==> src/rtl/core/msc_pkg.sv <==
// Shared widths, register indexes and payload types of the maximum-subarray finder.
`default_nettype none

package msc_pkg;

    // Field widths.
    localparam int PIX_W     = 13;
    localparam int IDX_W     = 8;
    localparam int RUN_W     = 21;
    localparam int BEST_W    = 20;
    localparam int SUM_OUT_W = 19;
    localparam int CFG_IDX_W = 1;
    localparam int CFG_DAT_W = 8;

    // Largest value the best-sum output can show.
    localparam logic [BEST_W-1:0] SUM_OUT_MAX = BEST_W'((1 << SUM_OUT_W) - 1);

    // Configuration register indexes.
    typedef enum logic [CFG_IDX_W-1:0] {
        REG_WINDOW_START = 1'b0,
        REG_WINDOW_END   = 1'b1
    } cfg_reg_t;

    typedef logic signed [PIX_W-1:0] pix_val_t;
    typedef logic signed [RUN_W-1:0] run_t;
    typedef logic [IDX_W-1:0]        idx_t;

    // Search window as held in the configuration registers.
    typedef struct packed {
        idx_t start;
        idx_t stop;
    } win_t;

    // One incoming pixel.
    typedef struct packed {
        pix_val_t pixel_value;
        logic     line_end;
    } pix_t;

    // Best run of a finished line, before output formatting.
    typedef struct packed {
        logic [BEST_W-1:0] best_sum;
        idx_t              best_start;
        idx_t              best_end;
    } res_t;

endpackage

`default_nettype wire

==> src/rtl/core/msc_if.sv <==
// Channel interfaces: pixel stream, line result and configuration write.
`default_nettype none

interface msc_pix_if import msc_pkg::*; ();
    logic     valid;
    logic     ready;
    pix_val_t pixel_value;
    logic     line_end;

    modport source (output valid, output pixel_value, output line_end, input ready);
    modport sink   (input valid, input pixel_value, input line_end, output ready);
endinterface

interface msc_res_if import msc_pkg::*; ();
    logic                 valid;
    logic                 ready;
    logic [SUM_OUT_W-1:0] best_sum;
    idx_t                 best_start;
    idx_t                 best_end;
    idx_t                 center;

    modport source (output valid, output best_sum, output best_start, output best_end,
                    output center, input ready);
    modport sink   (input valid, input best_sum, input best_start, input best_end,
                    input center, output ready);
endinterface

interface msc_cfg_if import msc_pkg::*; ();
    logic                 valid;
    logic                 ready;
    logic [CFG_IDX_W-1:0] index;
    logic [CFG_DAT_W-1:0] data;

    modport source (output valid, output index, output data, input ready);
    modport sink   (input valid, input index, input data, output ready);
endinterface

`default_nettype wire

==> src/rtl/core/msc_cfg_regs.sv <==
// Window configuration registers with their write decoder.
`default_nettype none

module msc_cfg_regs import msc_pkg::*;
(
    input  wire logic clk,
    input  wire logic rst_n,
    msc_cfg_if.sink   cfg,
    output win_t      win
);

    idx_t start_reg;
    idx_t stop_reg;
    idx_t start_next;
    idx_t stop_next;

    // Writes are always taken.
    assign cfg.ready = 1'b1;

    // Register write decoder.
    always_comb
    begin
        start_next = start_reg;
        stop_next  = stop_reg;
        if (cfg.valid)
        begin
            unique case (cfg_reg_t'(cfg.index))
                REG_WINDOW_START: start_next = IDX_W'(cfg.data);
                REG_WINDOW_END:   stop_next  = IDX_W'(cfg.data);
                default:          ;
            endcase
        end
    end

    always_ff @(posedge clk or negedge rst_n)
    begin
        if (!rst_n)
        begin
            start_reg <= '0;
            stop_reg  <= IDX_W'(127);
        end
        else
        begin
            start_reg <= start_next;
            stop_reg  <= stop_next;
        end
    end

    assign win = '{start: start_reg, stop: stop_reg};

endmodule

`default_nettype wire

==> src/rtl/core/msc_kadane.sv <==
// Input register and per-pixel running-sum / best-run update.
`default_nettype none

module msc_kadane import msc_pkg::*;
#(
    parameter int LINE_PIXELS = 128
)
(
    input  wire logic clk,
    input  wire logic rst_n,
    input  wire win_t win,
    input  wire logic in_valid,
    output logic      in_ready,
    input  wire pix_t in_pix,
    output logic      res_valid,
    output res_t      res_data,
    input  wire logic res_space
);

    localparam idx_t LINE_LEN = IDX_W'(LINE_PIXELS);

    // Input register.
    logic s1_valid_reg;
    logic s1_valid_next;
    pix_t s1_pix_reg;

    // Line state.
    idx_t              idx_reg,        idx_next;
    run_t              run_sum_reg,    run_sum_next;
    idx_t              run_start_reg,  run_start_next;
    logic [BEST_W-1:0] best_sum_reg,   best_sum_next;
    idx_t              best_start_reg, best_start_next;
    idx_t              best_end_reg,   best_end_next;

    logic in_fire;
    logic s1_fire;

    // A line-closing pixel needs room in the output stage; others never wait.
    assign s1_fire  = s1_valid_reg && (!s1_pix_reg.line_end || res_space);
    assign in_ready = !s1_valid_reg || s1_fire;
    assign in_fire  = in_valid && in_ready;

    always_comb
    begin
        s1_valid_next = s1_valid_reg;
        if (in_fire)
            s1_valid_next = 1'b1;
        else if (s1_fire)
            s1_valid_next = 1'b0;
    end

    always_ff @(posedge clk or negedge rst_n)
    begin
        if (!rst_n)
            s1_valid_reg <= 1'b0;
        else
            s1_valid_reg <= s1_valid_next;
    end

    always_ff @(posedge clk)
    begin
        if (in_fire)
            s1_pix_reg <= in_pix;
    end

    // Kadane step for the registered pixel.
    always_comb
    begin
        run_t rs;
        run_t rs_sum;
        idx_t rst;
        logic [BEST_W-1:0] bs;
        idx_t bst;
        idx_t be;
        idx_t ix;

        ix  = idx_reg;
        rs  = run_sum_reg;
        rst = run_start_reg;
        bs  = best_sum_reg;
        bst = best_start_reg;
        be  = best_end_reg;
        rs_sum = '0;

        if (ix < LINE_LEN)
        begin
            // Reaching the window start opens an empty run there.
            if (ix == win.start)
            begin
                rs  = '0;
                rst = ix;
                bs  = '0;
                bst = ix;
                be  = ix;
            end
            if ((ix >= win.start) && (ix < win.stop))
            begin
                if (rs[RUN_W-1])
                begin
                    rs  = '0;
                    rst = ix;
                end
                rs_sum = rs + RUN_W'(s1_pix_reg.pixel_value);
                rs     = rs_sum;
                if (!rs_sum[RUN_W-1] && (rs_sum != '0) && (rs_sum[BEST_W-1:0] > bs))
                begin
                    bs  = rs_sum[BEST_W-1:0];
                    bst = rst;
                    be  = ix + 1'b1;
                end
            end
            ix = ix + 1'b1;
        end

        res_data.best_sum   = bs;
        res_data.best_start = bst;
        res_data.best_end   = be;
        res_valid           = s1_fire && s1_pix_reg.line_end;

        // The end of a line restores the cleared line state.
        if (s1_pix_reg.line_end)
        begin
            idx_next        = '0;
            run_sum_next    = '0;
            run_start_next  = win.start;
            best_sum_next   = '0;
            best_start_next = win.start;
            best_end_next   = win.start;
        end
        else
        begin
            idx_next        = ix;
            run_sum_next    = rs;
            run_start_next  = rst;
            best_sum_next   = bs;
            best_start_next = bst;
            best_end_next   = be;
        end
    end

    always_ff @(posedge clk or negedge rst_n)
    begin
        if (!rst_n)
        begin
            idx_reg        <= '0;
            run_sum_reg    <= '0;
            run_start_reg  <= '0;
            best_sum_reg   <= '0;
            best_start_reg <= '0;
            best_end_reg   <= '0;
        end
        else if (s1_fire)
        begin
            idx_reg        <= idx_next;
            run_sum_reg    <= run_sum_next;
            run_start_reg  <= run_start_next;
            best_sum_reg   <= best_sum_next;
            best_start_reg <= best_start_next;
            best_end_reg   <= best_end_next;
        end
    end

endmodule

`default_nettype wire

==> src/rtl/core/msc_result.sv <==
// Result register: saturates the best sum and forms the run center.
`default_nettype none

module msc_result import msc_pkg::*;
(
    input  wire logic clk,
    input  wire logic rst_n,
    input  wire logic res_valid,
    input  wire res_t res_data,
    output logic      res_space,
    msc_res_if.source res
);

    logic                 out_valid_reg;
    logic                 out_valid_next;
    logic [SUM_OUT_W-1:0] sum_reg;
    idx_t                 start_reg;
    idx_t                 end_reg;
    idx_t                 center_reg;

    logic [SUM_OUT_W-1:0] sum_sat;
    logic [IDX_W:0]       pos_sum;

    assign res_space = !out_valid_reg || res.ready;

    // Output formatting.
    always_comb
    begin
        if (res_data.best_sum > SUM_OUT_MAX)
            sum_sat = SUM_OUT_MAX[SUM_OUT_W-1:0];
        else
            sum_sat = res_data.best_sum[SUM_OUT_W-1:0];
        pos_sum = {1'b0, res_data.best_start} + {1'b0, res_data.best_end};
    end

    always_comb
    begin
        out_valid_next = out_valid_reg;
        if (res_valid)
            out_valid_next = 1'b1;
        else if (res.ready)
            out_valid_next = 1'b0;
    end

    always_ff @(posedge clk or negedge rst_n)
    begin
        if (!rst_n)
            out_valid_reg <= 1'b0;
        else
            out_valid_reg <= out_valid_next;
    end

    always_ff @(posedge clk)
    begin
        if (res_valid)
        begin
            sum_reg    <= sum_sat;
            start_reg  <= res_data.best_start;
            end_reg    <= res_data.best_end;
            center_reg <= pos_sum[IDX_W:1];
        end
    end

    assign res.valid      = out_valid_reg;
    assign res.best_sum   = sum_reg;
    assign res.best_start = start_reg;
    assign res.best_end   = end_reg;
    assign res.center     = center_reg;

endmodule

`default_nettype wire

==> src/rtl/core/max_subarray_center_finder_core.sv <==
// A result is presented from the result register, which follows the input register that takes the line_end pixel.
// Throughput: one pixel per cycle unless a line_end pixel waits; the running-sum add and best compare sit
// between the input register and the line state registers.
// A line_end pixel waits in the input register only while a result is unread.
// Reset (rst_n low, asynchronous) empties both stages, sets the window to
// start 0 / end 127 and clears the line state.
`default_nettype none

module max_subarray_center_finder_core import msc_pkg::*;
#(
    parameter int LINE_PIXELS = 128
)
(
    input  wire logic clk,
    input  wire logic rst_n,
    msc_pix_if.sink   pix,
    msc_res_if.source res,
    msc_cfg_if.sink   cfg
);

    win_t win;
    pix_t in_pix;
    logic res_valid;
    res_t res_data;
    logic res_space;

    assign in_pix = '{pixel_value: pix.pixel_value, line_end: pix.line_end};

    // Configuration registers.
    msc_cfg_regs u_cfg
    (
        .clk   (clk),
        .rst_n (rst_n),
        .cfg   (cfg),
        .win   (win)
    );

    // Running search over the line.
    msc_kadane #(
        .LINE_PIXELS (LINE_PIXELS)
    ) u_kadane
    (
        .clk       (clk),
        .rst_n     (rst_n),
        .win       (win),
        .in_valid  (pix.valid),
        .in_ready  (pix.ready),
        .in_pix    (in_pix),
        .res_valid (res_valid),
        .res_data  (res_data),
        .res_space (res_space)
    );

    // Result register.
    msc_result u_result
    (
        .clk       (clk),
        .rst_n     (rst_n),
        .res_valid (res_valid),
        .res_data  (res_data),
        .res_space (res_space),
        .res       (res)
    );

endmodule

`default_nettype wire

==> src/flat_wrapper.sv <==
// flat-port wrapper written by rule: the top's interface ports become plain ports
module max_subarray_center_finder_core_flat import msc_pkg::*;
#(
    parameter int LINE_PIXELS = 128
)
  (clk, rst_n, pix_valid, pix_pixel_value, pix_line_end, pix_ready, res_valid, res_best_sum, res_best_start, res_best_end, res_center, res_ready, cfg_valid, cfg_index, cfg_data, cfg_ready);
  msc_pix_if pix_i ();
  msc_res_if res_i ();
  msc_cfg_if cfg_i ();
  input  wire logic clk;
  input  wire logic rst_n;
  input wire logic [$bits(pix_i.valid)-1:0] pix_valid;
  input wire logic [$bits(pix_i.pixel_value)-1:0] pix_pixel_value;
  input wire logic [$bits(pix_i.line_end)-1:0] pix_line_end;
  output wire logic [$bits(pix_i.ready)-1:0] pix_ready;
  output wire logic [$bits(res_i.valid)-1:0] res_valid;
  output wire logic [$bits(res_i.best_sum)-1:0] res_best_sum;
  output wire logic [$bits(res_i.best_start)-1:0] res_best_start;
  output wire logic [$bits(res_i.best_end)-1:0] res_best_end;
  output wire logic [$bits(res_i.center)-1:0] res_center;
  input wire logic [$bits(res_i.ready)-1:0] res_ready;
  input wire logic [$bits(cfg_i.valid)-1:0] cfg_valid;
  input wire logic [$bits(cfg_i.index)-1:0] cfg_index;
  input wire logic [$bits(cfg_i.data)-1:0] cfg_data;
  output wire logic [$bits(cfg_i.ready)-1:0] cfg_ready;
  assign pix_i.valid = pix_valid;
  assign pix_i.pixel_value = pix_pixel_value;
  assign pix_i.line_end = pix_line_end;
  assign pix_ready = pix_i.ready;
  assign res_valid = res_i.valid;
  assign res_best_sum = res_i.best_sum;
  assign res_best_start = res_i.best_start;
  assign res_best_end = res_i.best_end;
  assign res_center = res_i.center;
  assign res_i.ready = res_ready;
  assign cfg_i.valid = cfg_valid;
  assign cfg_i.index = cfg_index;
  assign cfg_i.data = cfg_data;
  assign cfg_ready = cfg_i.ready;
  max_subarray_center_finder_core #(.LINE_PIXELS(LINE_PIXELS)) u_core (.clk(clk), .rst_n(rst_n), .pix(pix_i), .res(res_i), .cfg(cfg_i));
endmodule
==> config.mk <==
export PLATFORM = sky130hd
export DESIGN_NAME = max_subarray_center_finder_core_flat
export DESIGN_NICKNAME = d
export VERILOG_FILES = /design/src/rtl/core/msc_pkg.sv /design/src/rtl/core/msc_if.sv /design/src/rtl/core/msc_cfg_regs.sv /design/src/rtl/core/msc_kadane.sv /design/src/rtl/core/msc_result.sv /design/src/rtl/core/max_subarray_center_finder_core.sv /design/src/flat_wrapper.sv
export SDC_FILE = /design/constraint.sdc
export NUM_CORES = 1
export LEC_CHECK = 0
export ABC_AREA = 1
export BUFFER_PORTS_ARGS = -buffer_cell sky130_fd_sc_hd__buf_2
export CORE_MARGIN = 1
export CORE_UTILIZATION = 35
export CTS_CLUSTER_DIAMETER = 80
export DETAILED_ROUTE_END_ITERATION = 6
export SETUP_SLACK_MARGIN = 0.15
export SYNTH_ARGS = -nofsm -noshare
export SYNTH_HDL_FRONTEND = slang
export SYNTH_SLANG_ARGS = --single-unit
export TNS_END_PERCENT = 20
==> constraint.sdc <==
create_clock -name clk -period 8.8 [get_ports clk]
set_input_delay 0.44 -clock clk [delete_from_list [all_inputs] [get_ports clk]]
set_output_delay 0.44 -clock clk [all_outputs]
set_load 0.005 [all_outputs]
==> results of run 1 <==
## worst register-to-register path, delay by kind of cell (launching register included)
family	cells	cell delay (ps)
simple gates	20	2250
fa+ha+maj	4	1560
buf+inv	4	1020
compound gates	5	980
flops	1	570
xor+xnor	1	260
## path summary, 6_finish.rpt
check	startpoint	to	slack [ps]	cells past startpoint
worst max register to register	u_core.u_kadane.idx_reg[7]	u_core.u_result.res.center[6]	1930	34
max in group asynchronous	rst_n	u_core.u_kadane.idx_reg[3]	7130	3
worst min-delay path	pix_pixel_value[2]	u_core.u_kadane.s1_pix_reg[3]	180	1
worst max-delay path	u_core.u_kadane.idx_reg[7]	u_core.u_result.res.center[6]	1930	34
min in group asynchronous	rst_n	u_core.u_kadane.run_sum_reg[0]	440	2
worst min register to register	u_core.u_cfg.stop_reg[2]	u_core.u_cfg.stop_reg[2]	490	2
## power by group through the flow
| stage | Clock, mW | Combinational [mW] | Sequential, mW |
|---|---|---|---|
| global route | 0.774 | 1.60 | 0.990 |
| global placement | 0 | 1.36 | 0.982 |
| detailed placement | 0 | 1.38 | 0.984 |
| CTS | 0.750 | 1.39 | 0.972 |
| finish | 0.736 | 1.39 | 0.972 |
| floorplan | 0 | 1.05 | 0.964 |
## per-layer routing
| metal | track usage [%] | part of all wire, % | up-vias |
|---|---|---|---|
| met3 | 2.633 | 5.3 | 26 |
| li1 | - | - | 4270 |
| met2 | 27.48 | 41 | 248 |
| met5 | 0 | 0 | - |
| met1 | 27.43 | 52 | 3879 |
| met4 | 6.087 | 1.4 | 0 |
## cells in the mapped netlist (all sizes together), types with 6 or more instances
master and instances:
nand2 289, inv 175, o21ai 129, nor2 94
dfrtp 84, nand3 82, ha 61, edfxtp 57
a21oi 46, clkbuf 36, o211ai 33, o22ai 29
nor3 26, buf 21, nand4 20, xor2 10
dfstp 7, o221ai 6
## what timing repair did
item,4_1_cts,5_1_grt
hold buffers,1,0
endpoints found under the hold margin,22,0
endpoints found under the setup margin,0,0
## kinds of logic (layout without fill, tap and decap cells)
group	Yosys count	after routing	share of synthesized area [%]
and+or+nand+nor	521	521	23.50
AOI/OAI and AO/OA	264	264	15.94
buffers and inverters	234	292	9.616
DFF	148	148	41.41
adders and majority gates	63	63	8.320
xor gates and xnor gates	13	13	1.179
other	1	1	0.03884
## layout make-up
cell class / instances / share of cell area, %
clock buffers: 17 / 3.920
inverters: 177 / 6.122
flip-flops and latches: 148 / 36.83
multi-input cells: 862 / 43.57
clock inverters: 15 / 1.499
repair buffers: 83 / 4.127
well taps: 341 / 3.931
## cells in the final DEF, fill, tap and decap left out, types with 7 or more instances in the layout
| cell | instances |
|---|---|
| nand2_1 | 271 |
| inv_1 | 169 |
| o21ai_0 | 119 |
| nor2_1 | 90 |
| dfrtp_1 | 84 |
| nand3_1 | 76 |
| buf_2 | 71 |
| ha_1 | 61 |
| edfxtp_1 | 57 |
| a21oi_1 | 43 |
| o211ai_1 | 32 |
| o22ai_1 | 29 |
| nor3_1 | 25 |
| nand4_1 | 19 |
| nand2_2 | 18 |
| clkbuf_16 | 17 |
| buf_4 | 11 |
| o21ai_1 | 10 |
| xor2_1 | 10 |
| dfstp_2 | 7 |
## per-stage QoR
stage	total power [mW]	worst slack, ps	utilization [%]	hold slack (ps)
floorplan	2.015	2315	-	144.4
global placement	2.338	2172	37.94	370.3
detailed placement	2.362	1994	37.94	371.8
CTS	3.110	1950	40.16	164.4
global route	3.366	1174	40.16	170.5
finish	3.097	1934	40.16	180.3
==> results by group, run 1 <==
Run status
  • Status: finished clean

Detailed routing
  • Post-Route WL: 24940 um
  • Drt via density: 5.127
  • Drt initial violations: 606
  • Drt first pass iters: 5
  • Post-DRT Antenna Nets: 0
  • DR vias: 8423
  • Remaining routing DRC violations: 0
  • DR WL/cell: 15.18 um

Synth
  • Ranking of synthesized cells by area: dfrtp_1 (22%), edfxtp_1 (18%), nand2_1 (11%), ha_1 (7.9%), inv_1 (6.6%)
  • Top_reg_cell synth: dfrtp_1
  • Post-synth EDFFs: 57
  • Synth cell types: 50
  • Post-synthesis sequential area ratio: 41.41%
  • Synthesized flop and latch total: 148
  • Ys Warns: 0
  • Post-Syn Instances: 1244
  • Mapped Area: 9654 sq um
  • Synth async-reset ratio: 61.49%
  • Synth Net Count: 1335
  • Yosys top cell area share: 21.77%
  • Synth Area per Inst: 7.761 sq um
  • Cell accounting for the most synthesized area: dfrtp_1

Clocking
  • CTS tree: done
  • Clock latency on the worst-skew pair: 430 ps
  • Post-CTS Resized: 0
  • Setup repair bufs after CTS: 0
  • Clk sink count: 148
  • CTS clk-pin slew, worst paths: 70 ps
  • CTS buffer count: 17
  • Max clock buf depth: 2
  • H-Tree Depth: 4
  • Root Driver: clkbuf_16

STA
  • Number of hold violations in the final report: 0
  • Fmax achieved: 145.6 MHz
  • Final setup fails: 0
  • Slew of the pin with the lowest slew margin: 1179 ps
  • Setup TNS: 0 ps
  • Fin crit share: 78.03%
  • Max_slew headroom: 21.23%
  • Setup Skew: 10.22 ps
  • Unrepaired setup endpoints after global routing: false
  • Min cycle time layout: 6866 ps
  • Final slew viol count: 0

Cells and area
  • Final #Nets: 1380
  • Antenna diode count: 0
  • Final Instance Count excl. Fillers: 1643
  • Storage cell area: 3998 sq um
  • Max FFs per register: 21
  • Fill count: 2802
  • Multi-input logic area: 4728 sq um
  • Design area: 10850 sq um
  • Share of layout cells above drive strength 1: 12.37%
  • Area Growth Syn to Fin: 12.42%

Power
  • Leak Pwr: 5.231 nW
  • Switch share: 42.41%
  • Reg power frac: 31.4%
  • Max IR drop VDD: 0.0001631 V
  • Internal power: 1.784 mW
  • Clock share of power: 23.8%
  • Combinational Power Share: 44.8%
  • Switch Pwr: 1.314 mW
  • Pwr dens: 285.4 nW/um^2

Critical path
  • Most used cell along the critical path: nand2_1
  • Worst EP required: 8990 ps
  • Crit start category: flop
  • WS Path Type: reg2reg
  • Critical Path Fanout Max: 42
  • Worst Setup End Kind: flop
  • Slowest stage delay, CP: 570 ps
  • Bufs and invs on worst path: 4
  • Delay-heaviest family, CP: simple AND/OR/NAND/NOR gates
  • Slowest cell on crit path: dfrtp_1
  • Worst path arrival time: 7060 ps

GRT
  • All-Layer GR Usage: 18.49%
  • Largest net degree at the start of global routing: 70
  • GRT overflow: 0
  • Initial antenna violation count: 0
  • First-pass GRT wire length: 41970 um
  • Vias in the first global route: 8089

Floorplan
  • Count of boundary I/O pins: 74
  • Die Height: 168.1 um
  • Die width: 168.1 um
  • Die footprint: 28250 sq um
  • Starting density of the core: 35.72%
  • Placeable core area: 27030 sq um
  • Number of cell rows: 60

Worst hold path
  • Hold crit path type: in2reg

Placed design
  • IO Port Bufs: 72
  • GPL Wtd Cong: 0.8619
  • Final HPWL DP: 18220 um
  • Placed cell area: 10250 sq um
  • Placed Instances: 1610

Run
  • Max_cap viols: 0
No activity file was read; power rests on OpenSTA's default activity.
==> run 2, diff against run 1 <==
==> constraint.sdc (replaced) <==
create_clock -name clk -period 7 [get_ports clk]
set_input_delay 0.35 -clock clk [delete_from_list [all_inputs] [get_ports clk]]
set_output_delay 0.35 -clock clk [all_outputs]
set_load 0.005 [all_outputs]
==> results by group, run 2 (synthesis results as in run 1) <==
Run status
  • Status: finished clean

Power
  • Pwr dens: 362.8 nW/um^2 (+27%)
  • Leak Pwr: 5.263 nW (+0.62%)
  • Max IR drop VDD: 0.0001922 V (+18%)

Clocking
  • CTS buffer count: 17 (unchanged)
  • Setup repair bufs after CTS: 0 (unchanged)
  • CTS tree: done
  • Root Driver: clkbuf_16
  • Max clock buf depth: 2 (unchanged)
  • CTS clk-pin slew, worst paths: 70 ps (about the same)
  • Clk sink count: 148 (unchanged)
  • H-Tree Depth: 4 (unchanged)
  • Clock latency on the worst-skew pair: 440 ps (about the same)

STA
  • Final setup fails: 0 (unchanged)
  • Post-route worst setup slack: 764.7 ps (-1169 ps)
  • Fmax achieved: 160.4 MHz (+10%)
  • Final slew viol count: 0 (unchanged)
  • Unrepaired setup endpoints after global routing: false
  • Min cycle time layout: 6235 ps (-631.0 ps)
  • Slew of the pin with the lowest slew margin: 1205 ps (+26.81 ps)
  • Fin crit share: 89.08% (+11 points)
  • Max_slew headroom: 19.44% (-1.8 points)
  • Number of hold violations in the final report: 0 (unchanged)
  • Setup TNS: 0 ps (unchanged)
  • Setup Skew: 12.37 ps (+2.151 ps)

Run
  • Max_cap viols: 0 (unchanged)

Worst hold path
  • Hold_sp: pix_pixel_value[8]
  • Hold Path End: u_core.u_kadane.s1_pix_reg[9]
  • Hold crit path type: in2reg
  • Hold Path Stages: 1 (unchanged)

Critical path
  • Critical Path Fanout Max: 22 (-48%)
  • Worst path arrival time: 6430 ps (-630 ps)
  • R2R Path Start: u_core.u_kadane.idx_reg[0]
  • R2R setup slack: 760 ps (-1170 ps)
  • Most used cell along the critical path: nand2_1
  • Slowest cell on crit path: dfrtp_1
  • R2r worst-path depth: 35 (+2.9%)
  • WS Path Type: reg2reg
  • Crit start category: flop
  • Worst EP required: 7200 ps (-1790 ps)
  • Worst r2r dst: u_core.u_result.res.center[6]
  • Worst Setup End Kind: flop
  • Slowest stage delay, CP: 450 ps (-120 ps)

Placed design
  • Worst slack, placed: 595.3 ps (-1399 ps)
  • GPL Wtd Cong: 0.9082 (+5.4%)
  • IO Port Bufs: 72 (unchanged)
  • Final HPWL DP: 18510 um (+1.5%)

Detailed routing
  • DR WL/cell: 15.48 um (+1.9%)
  • Remaining routing DRC violations: 0 (unchanged)
  • Post-DRT Antenna Nets: 0 (unchanged)
  • Drt via density: 5.143 (+0.33%)
  • Drt first pass iters: 5 (unchanged)
  • DR vias: 8461 (+0.45%)
  • Post-Route WL: 25460 um (+2.1%)
  • Drt initial violations: 637 (+5.1%)

GRT
  • All-Layer GR Usage: 18.72% (+0.22 points)
  • First-pass GRT wire length: 42360 um (+0.94%)
  • Largest net degree at the start of global routing: 64 (-8.6%)
  • Initial antenna violation count: 0 (unchanged)
  • GRT overflow: 0 (unchanged)
  • Vias in the first global route: 8101 (+0.15%)

Cells and area
  • Antenna diode count: 0 (unchanged)
  • Max FFs per register: 21 (unchanged)
  • Area Growth Syn to Fin: 13.25%
  • Final #Nets: 1382 (+0.14%)
  • Most frequent cells in the layout: nand2_1 (271), inv_1 (169), o21ai_0 (119)
  • Fill count: 2764 (-1.4%)
  • Most common cell after layout, fill and taps aside: nand2_1
  • Share of layout cells above drive strength 1: 12.58% (+0.21 points)

Floorplan
  • Starting density of the core: 35.72% (unchanged)
  • Die width: 168.1 um (unchanged)
  • Die Height: 168.1 um (unchanged)
  • Number of cell rows: 60 (unchanged)
  • Count of boundary I/O pins: 74 (unchanged)
  • Placeable core area: 27030 sq um (unchanged)
  • Die footprint: 28250 sq um (unchanged)
run 2: cell types whose count changed in the layout (fill, tap and decap cells not counted), moves of 2 or more:
cell | previous run | this run
bufinv_16 | 1 | 3
nand3_2 | 6 | 4
buf_4 | 11 | 13
nand3_4 | 0 | 2
clkinv_4 | 3 | 1
run 2: report_power, final:
group,switching [mW],internal (mW)
clock network,0.416,0.577
logic,1.13,0.619
registers,0.0956,1.13
run 2: critical path, delay by kind of cell, from the launching register on:
kind	cells	cell delay, ps
fa+ha+maj	4	1410
buf+inv	5	770
simple gates	18	1780
compound gates	8	1600
flops	1	450
run 2: timing repair:
item,4_1_cts,5_1_grt
hold buffers,1,0
hold endpoints to repair,28,0
endpoints found under the setup margin,0,6
resized for setup,0,4
run 2: worst max-delay path by stage:
stage | from | end | slack, ps
after floorplan | u_core.u_kadane.idx_reg[4] | u_core.u_result.res.center[7] | 520
after global placement | u_core.u_kadane.idx_reg[0] | u_core.u_result.res.center[5] | 710
after detailed placement | u_core.u_kadane.idx_reg[0] | u_core.u_result.res.center[5] | 600
after CTS | u_core.u_kadane.idx_reg[0] | u_core.u_result.res.center[5] | 580
after global routing | u_core.u_kadane.idx_reg[0] | u_core.u_result.res.center[6] | 190
final | u_core.u_kadane.idx_reg[0] | u_core.u_result.res.center[6] | 760
run 2: final cells by class:
type | count | area (sq um) | share of cell area, %
Clock inverter | 15 | 207.7 | 1.900
Sequential cell | 148 | 3998 | 36.56
Clock buffer | 17 | 425.4 | 3.891
Timing Repair Buffer | 85 | 462.9 | 4.234
Multi-Input combinational cell | 862 | 4746 | 43.41
Tap cell | 341 | 426.7 | 3.902
Inverter | 177 | 666.9 | 6.100
run 2: layer usage:
metal  up-vias  GRT usage [%]  share of wire (%)
met2       257          27.93                 43
met5         -              0                  0
met1      3908          27.21                 50
met3        24          3.432                6.3
met4         0          6.087                1.3
li1       4272              -                  -
run 2: stage by stage:
| step | util, % | area, sq um | std cells | hold WS, ps | power (mW) |
|---|---|---|---|---|---|
| 3_5_place_dp | 38.01 | 10270 | 1612 | 314.5 | 2.960 |
| 2_1_floorplan | - | 9654 | 1244 | 54.41 | 2.533 |
| 4_1_cts | 40.39 | 10920 | 1645 | 69.65 | 3.973 |
| 3_3_place_gp | 38.01 | 10270 | 1612 | 319.8 | 2.927 |
| 5_1_grt | 40.45 | 10930 | 1645 | 73.30 | 4.313 |
| 6_report | 40.45 | 10930 | 1645 | 89.40 | 3.966 |
